[config.mk]
export PLATFORM = sky130hd
export DESIGN_NAME = dshot_telemetry_decoder
export DESIGN_NICKNAME = d
export VERILOG_FILES = /design/src/sv/dtd_pkg.sv /design/src/sv/dtd_div.sv /design/src/sv/dshot_telemetry_decoder.sv
export VERILOG_INCLUDE_DIRS = /design/src /design/src/sv
export SDC_FILE = /design/constraint.sdc
export NUM_CORES = 2
export LEC_CHECK = 0
export ABC_AREA = 1
export BUFFER_PORTS_ARGS = -buffer_cell sky130_fd_sc_hd__buf_4
export CELL_PAD_IN_SITES_DETAIL_PLACEMENT = 1
export CELL_PAD_IN_SITES_GLOBAL_PLACEMENT = 1
export CORE_MARGIN = 2
export CORE_UTILIZATION = 43
export CTS_BUF_LIST = sky130_fd_sc_hd__clkbuf_16
export DETAILED_ROUTE_END_ITERATION = 10
export PLACE_DENSITY = 0.77
export SLEW_MARGIN = 20
export SYNTH_ARGS = -nofsm -noshare
export SYNTH_HDL_FRONTEND = slang
export SYNTH_SLANG_ARGS = --single-unit
export TNS_END_PERCENT = 100
[constraint.sdc]
create_clock -name clk -period 5.8 [get_ports clk]
set_input_delay 1.16 -clock clk [delete_from_list [all_inputs] [get_ports clk]]
set_output_delay 1.16 -clock clk [all_outputs]
set_load 0.01 [all_outputs]
[src/sv/dshot_telemetry_decoder_assert.svh]
// assertion macros for the telemetry decoder
`ifndef DSHOT_TELEMETRY_DECODER_ASSERT_SVH
`define DSHOT_TELEMETRY_DECODER_ASSERT_SVH
`define DTD_ASSERT_IMPL(label, clk, rst_n, ante, cons) \
	label: assert property (@(posedge clk) disable iff (!rst_n) (ante) |-> (cons)) \
		else $error("assertion failed");
`define DTD_ASSERT_NEXT(label, clk, rst_n, ante, cons) \
	label: assert property (@(posedge clk) disable iff (!rst_n) (ante) |=> (cons)) \
		else $error("assertion failed");
`endif

[src/sv/dtd_pkg.sv]
package dtd_pkg;
	localparam int FRAME_LEN = 21;
	localparam logic [1:0] CMD_EDGE = 2'd0;
	localparam logic [1:0] CMD_DECODE = 2'd1;
	localparam logic [1:0] CMD_READ = 2'd2;
	localparam logic [2:0] ST_OK = 3'd0;
	localparam logic [2:0] ST_NONE = 3'd1;
	localparam logic [2:0] ST_BAD = 3'd2;
	localparam logic [2:0] ST_STOP = 3'd3;
	localparam logic [2:0] ST_ZERO = 3'd4;
	localparam logic [2:0] ST_EMPTY = 3'd5;
	localparam logic [25:0] ERPM_SCALE = 26'd60000000;
	localparam logic [11:0] STOP_PERIOD = 12'hfff;

	function automatic logic [4:0] gcr_nib(input logic [4:0] c);
		logic [4:0] r;
		case (c)
			5'd9: r = 5'd9;
			5'd10: r = 5'd10;
			5'd11: r = 5'd11;
			5'd13: r = 5'd13;
			5'd14: r = 5'd14;
			5'd15: r = 5'd15;
			5'd18: r = 5'd2;
			5'd19: r = 5'd3;
			5'd21: r = 5'd5;
			5'd22: r = 5'd6;
			5'd23: r = 5'd7;
			5'd25: r = 5'd0;
			5'd26: r = 5'd8;
			5'd27: r = 5'd1;
			5'd29: r = 5'd4;
			5'd30: r = 5'd12;
			default: r = 5'h10;
		endcase
		return r;
	endfunction
endpackage

[src/sv/dtd_div.sv]
module dtd_div import dtd_pkg::*; (
	input logic clk,
	input logic arst_n,
	input logic start,
	input logic round_en,
	input logic [39:0] num,
	input logic [39:0] den,
	output logic busy,
	output logic done,
	output logic [39:0] quot
);
	logic [39:0] n_q, d_q, q_q;
	logic [40:0] r_q;
	logic [5:0] cnt_q;
	logic busy_q, done_q;
	logic rnd_q;
	logic [40:0] r_sh;
	logic [40:0] twice_r;
	logic round_up;

	assign r_sh = {r_q[39:0], n_q[39]};
	assign twice_r = {r_q[39:0], 1'b0};
	assign round_up = rnd_q && ((twice_r > {1'b0, d_q})
		|| (twice_r == {1'b0, d_q} && q_q[0]));

	always_ff @(posedge clk or negedge arst_n) begin
		if (!arst_n) begin
			busy_q <= 1'b0;
			done_q <= 1'b0;
			cnt_q <= '0;
		end else begin
			done_q <= 1'b0;
			if (start && !busy_q) begin
				busy_q <= 1'b1;
				cnt_q <= 6'd40;
			end else if (busy_q) begin
				if (cnt_q == 6'd0) begin
					busy_q <= 1'b0;
					done_q <= 1'b1;
				end else begin
					cnt_q <= cnt_q - 6'd1;
				end
			end
		end
	end

	always_ff @(posedge clk) begin
		if (start && !busy_q) begin
			n_q <= num;
			d_q <= den;
			r_q <= '0;
			q_q <= '0;
			rnd_q <= round_en;
		end else if (busy_q) begin
			if (cnt_q == 6'd0) begin
				quot <= q_q + {39'd0, round_up};
			end else begin
				n_q <= {n_q[38:0], 1'b0};
				if (r_sh >= {1'b0, d_q}) begin
					r_q <= r_sh - {1'b0, d_q};
					q_q <= {q_q[38:0], 1'b1};
				end else begin
					r_q <= r_sh;
					q_q <= {q_q[38:0], 1'b0};
				end
			end
		end
	end

	assign busy = busy_q;
	assign done = done_q;
endmodule

[src/sv/dshot_telemetry_decoder.sv]
// an edge word passes S_EDGE, then S_WAIT while the divider runs, and gives no result;
// past the frame end it goes back to S_IDLE from S_EDGE without dividing. A decode or
// read passes S_DEC, then S_WAIT when the divider runs, then S_OUT, which registers the
// result word. ready is high only in S_IDLE with no result word waiting, so it is low
// while the shared 40-step restoring divider works (one quotient bit per cycle)
// reset: arst_n clears all line state, counters and bit_ticks (to 800) at once
module dshot_telemetry_decoder import dtd_pkg::*; #(
	parameter int NUM_LINES = 6,
	parameter int INTERVAL_WIDTH = 16
) (
	input logic clk,
	input logic arst_n,
	input logic cfg_valid,
	output logic cfg_ready,
	input logic [15:0] cfg_data,
	input logic s_tvalid,
	output logic s_tready,
	// command[1:0], line[4:2], interval_ticks
	input logic [((5 + INTERVAL_WIDTH + 7) / 8) * 8 - 1:0] s_tdata,
	output logic m_tvalid,
	input logic m_tready,
	// line_out[2:0], result_kind[3], status[6:4], erpm[32:7], ok_count[64:33],
	// error_count[96:65], zeros
	output logic [103:0] m_tdata
);
	localparam int LW = (NUM_LINES > 1) ? $clog2(NUM_LINES) : 1;
	typedef enum logic [4:0] {
		S_IDLE = 5'b00001,
		S_EDGE = 5'b00010,
		S_DEC = 5'b00100,
		S_WAIT = 5'b01000,
		S_OUT = 5'b10000
	} state_t;

	state_t state_q;
	logic [15:0] bit_ticks_q;
	logic [20:0] frame_q [NUM_LINES];
	logic [4:0] pos_q [NUM_LINES];
	logic [4:0] idx_q [NUM_LINES];
	logic got_q [NUM_LINES];
	logic [31:0] good_q [NUM_LINES];
	logic [31:0] bad_q [NUM_LINES];
	logic [39:0] sum_q [NUM_LINES];
	logic [7:0] smp_q [NUM_LINES];

	logic [1:0] cmd_q;
	logic [LW-1:0] line_q;
	logic [INTERVAL_WIDTH-1:0] ticks_q;
	logic [2:0] status_q;
	logic [25:0] erpm_q;
	logic ostart_q;
	logic div_start, div_busy, div_done, div_rnd;
	logic [39:0] div_num, div_den, div_quot;
	logic [103:0] out_q;
	logic out_v_q;

	logic [1:0] in_cmd;
	logic [2:0] in_line;
	logic [20:0] raw, gcr;
	logic [4:0] n0, n1, n2, n3;
	logic [15:0] data;
	logic [3:0] csum;
	logic [8:0] mant;
	logic [2:0] expo;
	logic [39:0] per;
	logic [5:0] endp;
	logic [20:0] ones;

	assign in_cmd = s_tdata[1:0];
	assign in_line = s_tdata[4:2];
	assign cfg_ready = 1'b1;
	assign s_tready = (state_q == S_IDLE) && !out_v_q;
	assign m_tvalid = out_v_q;
	assign m_tdata = out_q;

	always_comb begin
		raw = frame_q[line_q];
		for (int i = 0; i < 21; i++) begin
			if (i < 21 - int'(pos_q[line_q])) raw[i] = 1'b1;
		end
		gcr = raw ^ {1'b0, raw[20:1]};
		n0 = gcr_nib(gcr[4:0]);
		n1 = gcr_nib(gcr[9:5]);
		n2 = gcr_nib(gcr[14:10]);
		n3 = gcr_nib(gcr[19:15]);
		data = {n3[3:0], n2[3:0], n1[3:0], n0[3:0]};
		csum = data[3:0] ^ data[7:4] ^ data[11:8] ^ data[15:12];
		mant = data[12:4];
		expo = data[15:13];
		per = {31'd0, mant} << expo;
		endp = 6'(pos_q[line_q]) + 6'(div_quot > 40'd21 ? 40'd21 : div_quot);
		if (endp > 6'd21) endp = 6'd21;
		ones = '0;
		for (int i = 0; i < 21; i++) begin
			if ((i >= 21 - int'(endp)) && (i < 21 - int'(pos_q[line_q]))) ones[i] = 1'b1;
		end
	end

	always_comb begin
		div_start = 1'b0;
		div_rnd = 1'b1;
		div_num = '0;
		div_den = 40'd1;
		if (state_q == S_EDGE) begin
			div_start = (idx_q[line_q] < 5'd21);
			div_num = 40'(ticks_q);
			div_den = (bit_ticks_q == 16'd0) ? 40'd1 : 40'(bit_ticks_q);
		end else if (state_q == S_DEC) begin
			div_start = (cmd_q == CMD_DECODE) ? (got_q[line_q] && n0[4] == 1'b0
				&& n1[4] == 1'b0 && n2[4] == 1'b0 && n3[4] == 1'b0
				&& csum == 4'hf && data[15:4] != STOP_PERIOD && mant != 9'd0)
				: (smp_q[line_q] != 8'd0);
			div_rnd = (cmd_q != CMD_DECODE);
			div_num = (cmd_q == CMD_DECODE) ? (40'(ERPM_SCALE) + (per >> 1)) : sum_q[line_q];
			div_den = (cmd_q == CMD_DECODE) ? per : 40'(smp_q[line_q]);
		end
	end

	dtd_div u_div (
		.clk(clk), .arst_n(arst_n), .start(div_start), .round_en(div_rnd), .num(div_num),
		.den(div_den), .busy(div_busy), .done(div_done), .quot(div_quot)
	);

	always_ff @(posedge clk) begin
		if (s_tvalid && s_tready) begin
			cmd_q <= in_cmd;
			line_q <= LW'(in_line);
			ticks_q <= s_tdata[5 +: INTERVAL_WIDTH];
		end
	end

	always_ff @(posedge clk or negedge arst_n) begin
		if (!arst_n) begin
			state_q <= S_IDLE;
			bit_ticks_q <= 16'd800;
			out_v_q <= 1'b0;
			ostart_q <= 1'b0;
			status_q <= ST_OK;
			erpm_q <= '0;
			out_q <= '0;
			for (int l = 0; l < NUM_LINES; l++) begin
				frame_q[l] <= '0; pos_q[l] <= '0; idx_q[l] <= '0; got_q[l] <= 1'b0;
				good_q[l] <= '0; bad_q[l] <= '0; sum_q[l] <= '0; smp_q[l] <= '0;
			end
		end else begin
			if (cfg_valid && cfg_ready) bit_ticks_q <= cfg_data;
			if (m_tvalid && m_tready) out_v_q <= 1'b0;
			case (state_q)
				S_IDLE: begin
					if (s_tvalid && s_tready && 32'(in_line) < NUM_LINES) begin
						if (in_cmd == CMD_EDGE) state_q <= S_EDGE;
						else if (in_cmd == CMD_DECODE || in_cmd == CMD_READ) state_q <= S_DEC;
					end
				end
				S_EDGE: begin
					if (idx_q[line_q] >= 5'd21) state_q <= S_IDLE;
					else state_q <= S_WAIT;
				end
				S_DEC: begin
					erpm_q <= '0;
					ostart_q <= div_start;
					if (cmd_q == CMD_DECODE) begin
						if (!got_q[line_q]) status_q <= ST_NONE;
						else if (n0[4] || n1[4] || n2[4] || n3[4] || csum != 4'hf) begin
							status_q <= ST_BAD;
							bad_q[line_q] <= bad_q[line_q] + 32'd1;
						end else begin
							good_q[line_q] <= good_q[line_q] + 32'd1;
							if (data[15:4] == STOP_PERIOD) begin
								status_q <= ST_STOP;
								if (smp_q[line_q] != 8'd255)
									smp_q[line_q] <= smp_q[line_q] + 8'd1;
							end else if (mant == 9'd0) status_q <= ST_ZERO;
							else status_q <= ST_OK;
						end
						frame_q[line_q] <= '0; pos_q[line_q] <= '0;
						idx_q[line_q] <= '0; got_q[line_q] <= 1'b0;
					end else begin
						status_q <= (smp_q[line_q] != 8'd0) ? ST_OK : ST_EMPTY;
						sum_q[line_q] <= '0;
						smp_q[line_q] <= '0;
					end
					state_q <= div_start ? S_WAIT : S_OUT;
				end
				S_WAIT: begin
					if (div_done) begin
						if (cmd_q == CMD_EDGE) begin
							if (idx_q[line_q] == 5'd0 && ticks_q != '0) got_q[line_q] <= 1'b1;
							if (idx_q[line_q][0]) frame_q[line_q] <= frame_q[line_q] | ones;
							pos_q[line_q] <= endp[4:0];
							idx_q[line_q] <= idx_q[line_q] + 5'd1;
							state_q <= S_IDLE;
						end else begin
							erpm_q <= div_quot[25:0];
							if (cmd_q == CMD_DECODE && smp_q[line_q] != 8'd255) begin
								sum_q[line_q] <= sum_q[line_q] + 40'(div_quot[25:0]);
								smp_q[line_q] <= smp_q[line_q] + 8'd1;
							end
							state_q <= S_OUT;
						end
					end
				end
				S_OUT: begin
					out_q <= {7'd0, bad_q[line_q], good_q[line_q], erpm_q, status_q,
						(cmd_q == CMD_READ), 3'(line_q)};
					out_v_q <= 1'b1;
					state_q <= S_IDLE;
				end
				default: state_q <= S_IDLE;
			endcase
		end
	end

	`include "dshot_telemetry_decoder_assert.svh"
	`DTD_ASSERT_IMPL(a_busy_not_ready, clk, arst_n, div_busy, !s_tready)
	`DTD_ASSERT_IMPL(a_out_hold, clk, arst_n, out_v_q, state_q != S_OUT)
	`DTD_ASSERT_NEXT(a_dec_status, clk, arst_n, state_q == S_DEC && !ostart_q && div_start,
		state_q == S_WAIT)
endmodule

After elaboration in Yosys (flattened, before gate mapping)
Memories as Yosys holds them, arrays and structs flattened.
Cells that the tools add are included.
{"block": "classes", "addsub": 12, "multipliers": 0, "div": 0, "magnitude_cmp": 51, "n_eq_ne": 31, "shift": 1, "n_mux": 162, "bitwise_logic": 26, "reduce_logical": 71}
{"cell": "$mux W240", "n": 4}
{"cell": "$mux W40", "n": 13}
{"cell": "$mux W126", "n": 4}
{"cell": "$pmux W240 S2", "n": 1}
{"cell": "$bwmux W192", "n": 2}
{"cell": "$mux W48", "n": 8}
{"cell": "$pmux W126 S2", "n": 1}
{"cell": "$and A240 B240 Y240", "n": 1}
{"cell": "$bwmux W240", "n": 1}
{"cell": "$not A240 Y240", "n": 1}
{"cell": "$bmux W32 S3", "n": 2}
{"cell": "$mux W30", "n": 6}
{"cell": "$mux W32", "n": 5}
{"cell": "$and A126 B126 Y126", "n": 1}
{"cell": "$bwmux W126", "n": 1}
{"cell": "$not A126 Y126", "n": 1}
{"cell": "$bmux W40 S3", "n": 1}
{"cell": "$demux W40 S3", "n": 1}
{"cell": "$pmux W30 S2", "n": 2}
{"cell": "$demux W32 S3", "n": 1}
{"cell": "$pmux W48 S2", "n": 1}
{"cell": "$add A32 B1 Y32 const B", "n": 2}
{"cell": "$bmux W21 S3", "n": 1}
{"cell": "$demux W21 S3", "n": 1}
{"cell": "100 further kinds", "n": 292}
{"block": "totals", "regBits": 1242, "latch_bits": 0, "mem_bits_rw": 0, "rom_bits": 640, "in_bits": 45, "output_inout_bits": 107, "elab_cells": 424, "mem_count": 4}
{"name": "(name not given)", "depth": 32, "width": 5, "rd": 1, "rd_clocked_by_memory_dff": 0, "write_ports": 0, "line": "dtd_pkg.sv:17", "rtl": "case (c)"}
{"name": "(name not given)", "depth": 32, "width": 5, "rd": 1, "rd_clocked_by_memory_dff": 0, "write_ports": 0, "line": "dtd_pkg.sv:17"}
{"name": "(name not given)", "depth": 32, "width": 5, "rd": 1, "rd_clocked_by_memory_dff": 0, "write_ports": 0, "line": "dtd_pkg.sv:17"}
{"name": "(name not given)", "depth": 32, "width": 5, "rd": 1, "rd_clocked_by_memory_dff": 0, "write_ports": 0, "line": "dtd_pkg.sv:17"}

Logic depth before layout (Yosys ltp)
An unclocked memory read counts as a cell.
{"block": "logic_depth", "word_depth": 23, "ltp_mapped": 41, "mapped_depth_nobuf": 38}

Hierarchy
Synthesis repeated with hierarchy kept, for this count alone.
{"block": "unflattened", "cells_unflattened": 7920, "hier_area_um2": 63519.7}
{"module": "dshot_telemetry_decoder", "instances": 1, "cells_per_inst": 6414, "area_each_um2": 51556.9, "seq_area_each_um2": 25959.9}
{"module": "dtd_div", "instances": 1, "cells_per_inst": 1506, "area_each_um2": 11962.7, "seq_area_each_um2": 5435.2}

Least setup slack after synthesis
No wires, ideal clock.
{"block": "synth_timing", "path_kind": "register to register", "start": "register line_q[1]", "end": "register sum_q[188] in the netlist's numbering", "setup_time_ns": 0.119, "arrival_time_ns": 5.622, "required_time_ns": 5.681, "setup_slack_ns": 0.060, "stages_incl_launch_ff": 35, "path_buffers": 8, "synth_period_minus_slack_ns": 5.740, "cell_sequence": "edfxtp_1 buf_4 nand3_2 buf_2 buf_2 buf_2 buf_1 buf_2 buf_1 clkbuf_1 o22ai_1 a221oi_1 nand2_1 ha_1 fa_1 nand2_1 inv_1 nand2_1 nand2_1 nand2_1 nand2_1 a21oi_1 nor2_1 nor2_1 o21ai_0 a21boi_0 o21ai_0 a21oi_1 o21ai_0 a21o_1 nand2_1 nand2_1 o21ai_0 nand2_1 o21a_1"}
{"block": "synth_via", "elab_chain_cells": 10, "word_cells_on_any_way": 25, "classes_between": "1 x add/sub; 2 x order compare; 2 x eq/ne; 14 x mux; 3 x bitwise; 3 x reduce/logical"}
{"element": "start: declaration", "line": "dshot_telemetry_decoder.sv:47", "rtl": "logic [LW-1:0] line_q;"}
{"element": "start signal: assignment", "line": "dshot_telemetry_decoder.sv:127", "rtl": "line_q <= LW'(in_line);"}
{"element": "$not A3 Y4 (implied by the code) *", "line": "dshot_telemetry_decoder.sv:180, dshot_telemetry_decoder.sv:195, dshot_telemetry_decoder.sv:196"}
{"element": "$bmux W40 S3 (tied with other cells)", "line": "dshot_telemetry_decoder.sv:196", "rtl": "sum_q[line_q] <= sum_q[line_q] + 40'(div_quot[25:0]);"}
{"element": "$mux W40 (implied by the code) or $logic_and A1 B1 Y1 (tied branches)", "line": "dshot_telemetry_decoder.sv:196, dshot_telemetry_decoder.sv:180"}
{"element": "$mux W40, on equally long branches", "line": "dshot_telemetry_decoder.sv:196, dshot_telemetry_decoder.sv:180"}
{"element": "$add A40 B26 Y40 or $demux W40 S3 (tied branches)", "line": "dshot_telemetry_decoder.sv:196, dshot_telemetry_decoder.sv:180"}
{"element": "$bwmux W240", "line": "dshot_telemetry_decoder.sv:196"}
{"element": "$mux W240", "line": "dshot_telemetry_decoder.sv:195", "rtl": "if (cmd_q == CMD_DECODE && smp_q[line_q] != 8'd255) begin"}
{"element": "$mux W240", "line": "dshot_telemetry_decoder.sv:187", "rtl": "if (cmd_q == CMD_EDGE) begin"}
{"element": "$mux W240", "line": "dshot_telemetry_decoder.sv:186", "rtl": "if (div_done) begin"}
{"element": "$pmux W240 S2", "line": "dshot_telemetry_decoder.sv:148", "rtl": "case (state_q)"}
{"element": "end signal: indexed assignment", "line": "dshot_telemetry_decoder.sv:196"}
{"element": "end: declaration", "line": "dshot_telemetry_decoder.sv:43", "rtl": "logic [39:0] sum_q [NUM_LINES];"}
Every way passes the cells marked *; elsewhere a longest branch is shown, timed or not. The select of a mux whose other input is x is not followed.
A chain may end at the register's enable or synchronous reset.

Worst setup path after layout
{"block": "layout_timing", "start": "register line_q[0]", "end": "register sum_q[150] in the netlist's numbering"}
The elaborated chain is that of the path after synthesis.

==> results.cfg <==
[grt]
overflow = 0
grt_use_total_pct = 28.2
first_global_vias = 55800
grt_max_degree = 142
antenna_found_initial = 5
grt_pass1_wl_microns = 316000

[synthesis]
synth_mux_area_share_pct = 0.105
synth_compound_area_share_pct = 16.5
synthSimpleGateAreaFrac_pct = 20.3
synth_top_family_by_area = simple AND/OR/NAND/NOR gates
syn_area_sq_um = 59500
synth_cell_types = 74
synth-xor-area-share_pct = 1.81
syn_avg_cell_area_sq_um = 8.13
async_reset_ff_share_pct = 83.7
synthCells = 7324
synthAdderAreaFrac_pct = 1.70
ys_seq_area_share_pct = 51.5
yosysWarnings = 0
synth_edf_count = 118
synth.ff_latch_count = 1218
ys.flop_type = dfrtp_1
yosysTopAreaCell = dfrtp_1
synth_area_leaders = dfrtp_1, nand2_1, o21ai_0, edfxtp_1, inv_1
synth_top_area_share_pct = 42.7

[layout]
nets = 7581
n_fill_cell = 16500
n_antenna_cell = 0
fin_cells = 9359
drive_gt1_share_pct = 9.19
area_growth_syn_to_layout_pct = 14.1
stdcell_area_sq_um = 67900

[power]
switchingPower_mw = 8.32
power_frac_comb_pct = 23.5
p_seq_share_pct = 41.2
leakage_nw = 30.6
power.density_nw_per_um2 = 359
max-vdd-ir-drop_v = 0.000260
internal-power_mw = 16.1
clock_power_share_pct = 35.4
p_sw_share_pct = 34.1

[setup_path]
critPathCaptureType = flop
crit_fanout = 19
cp.arrival_ns = 6.19
path_class = flop to flop
cp_slowest_cell = edfxtp_1
cp-start-kind = flop
required_ns = 6.50
critical-path-max-stage-delay_ns = 0.51

[drt]
post_drt_wl_per_cell_microns = 21.5
drt-total-wl_microns = 202000
drc = 0
viasPerCell = 5.67
drt.antenna.violating_nets = 0
dr_total_vias = 53000
drt_iter0_markers = 3768
first_pass_iters = 5

[place]
place.gp.congestion = 0.907
placed_cells = 9083
preCtsSetupSlack_ns = -0.513
dpl_cell_area_sq_um = 63000
portBuffers = 140
dpl.hpwl_microns = 132000

[timing]
skew_ns = 0.0346
max_freq_ghz = 0.182
hold_violations = 0
setup_ws_ns = 0.315
slew_headroom_pct = 23.7
min_period_ns = 5.49
tightest_slew_ns = 1.13
final-max-slew-violation-count = 0
fin_crit_sh_pct = 94.6
setup_viol_count_final = 0

[floorplan]
io_pins = 152
num_rows = 136
dieArea_sq_um = 141000
die_x_microns = 376
core_area_sq_um = 137000
initial_core_util_pct = 43.3
fp.dieH_microns = 376

[status]
status = completed

[worst_hold_path]
hold_path_class = flop to flop

[clock_tree]
root_buffer = clkbuf_16
clkLatencyLatePin_ns = 0.80
cts_buffer_depth = 3
cts_tree = yes
cts_buffers = 141
path_clk_slew_ns = 0.06
cts_htree_levels = 4
cts_sinks = 1218

[job]
maxCapViolCount = 0
==> state kept, by name, indices dropped and copies added (netlist names), 6 cells and up, named ones only <==
name,flops
u_div.cnt_q,6
u_div.q_q,40
smp_q,48
frame_q,126
erpm_q,26
u_div.quot,40
m_tdata,97
good_q,192
idx_q,30
bad_q,192
u_div.d_q,16
bit_ticks_q,16
ticks_q,16
pos_q,30
u_div.n_q,40
u_div.r_q,40
sum_q,240
==> critical path, delay by kind of cell (launching register included) <==
family                     cells  cell delay, ns
adders and majority gates      1            0.43
AOI/OAI and AO/OA             11            2.28
DFF                            1            0.51
buffers and inverters          6            0.95
and+or+nand+nor               10            1.21
==> final timing paths <==
path                                from             to  slack, ns  cells after the start
max                            line_q[0]     sum_q[150]       0.31                     28
max in group asynchronous         arst_n     bad_q[127]       3.95                      2
min in group asynchronous         arst_n      bad_q[40]       0.48                      1
min                        u_div.r_q[39]  u_div.r_q[39]       0.47                      2
min reg2reg                u_div.r_q[39]  u_div.r_q[39]       0.47                      2
max reg2reg                    line_q[0]     sum_q[150]       0.31                     28
==> through the flow <==
| step | power (mW) | setup TNS [ns] | util, % | hold slack, ns |
|---|---|---|---|---|
| 6_report | 24.4 | 0 | 49.4 | 0.468 |
| 5_1_grt | 25.5 | -0.424 | 49.4 | 0.497 |
| 4_1_cts | 24.4 | -0.590 | 49.1 | 0.472 |
| 3_5_place_dp | 15.7 | -7.58 | 45.9 | 0.459 |
| 3_3_place_gp | 15.5 | -1.99 | 45.8 | 0.451 |
| 2_1_floorplan | 13.6 | 0 | - | 0.438 |
==> cell usage after synthesis (98+ instances only) <==
cell type	number
xor2_1	102
edfxtp_1	118
o21ai_0	1006
nand2_1	1820
clkbuf_1	232
a21oi_1	199
dfrtp_1	1016
inv_1	837
o22ai_1	200
o21ai_1	98
nor2_1	492
nand3_1	311
==> cells in the final DEF (no fill, tap or decap), drive strengths merged, types with 118 or more instances in the layout <==
master / netlist / routed
nand2: 1849 / 1849
dfrtp: 1016 / 1016
o22ai: 200 / 200
edfxtp: 118 / 118
clkbuf: 232 / 146
buf: 124 / 335
nor2: 513 / 517
inv: 860 / 889
nand3: 318 / 318
a21oi: 202 / 202
o21ai: 1107 / 1107
==> power groups by stage <==
stage	registers [mW]	clock network, mW	logic [mW]
2_1_floorplan	10.0	0	3.57
3_3_place_gp	10.1	0	5.31
3_5_place_dp	10.2	0	5.51
4_1_cts	10.0	8.77	5.57
5_1_grt	10.1	9.09	6.30
6_report	10.0	8.62	5.72
==> logic make-up (layout without fill, tap and decap cells) <==
family	Yosys count	in the layout
xor+xnor	123	123
mux	6	6
simple gates	2912	2916
buf+inv	1224	1455
fa+ha+maj	79	79
other cells	2	8
flops	1218	1218
compound gates	1760	1760
==> cell type report <==
cell class	count	area [sq um]	area share [%]
sequential	1218	30700	45.2
clock inverter	106	791	1.16
inverter	868	3300	4.86
tap	1794	2240	3.30
clock buffer	145	3630	5.34
timing repair buffer	336	2870	4.23
multi-input combinational	4892	24400	36.0
==> routing by layer <==
metal	part of all wire [%]	global-route usage, %
met3	4.8	3.50
met4	3.9	10.9
met5	0.018	0
met2	48	47.4
met1	43	37.3
==> timing repair <==
action                     4_1_cts  5_1_grt
pin swaps                        1        8
hold buffers                     0        0
cloned                           1        4
gates resized for setup          5       55
setup endpoints to repair       53      589
buffers inserted                 0       19
Note: power is estimated with default switching activity, not from simulation.
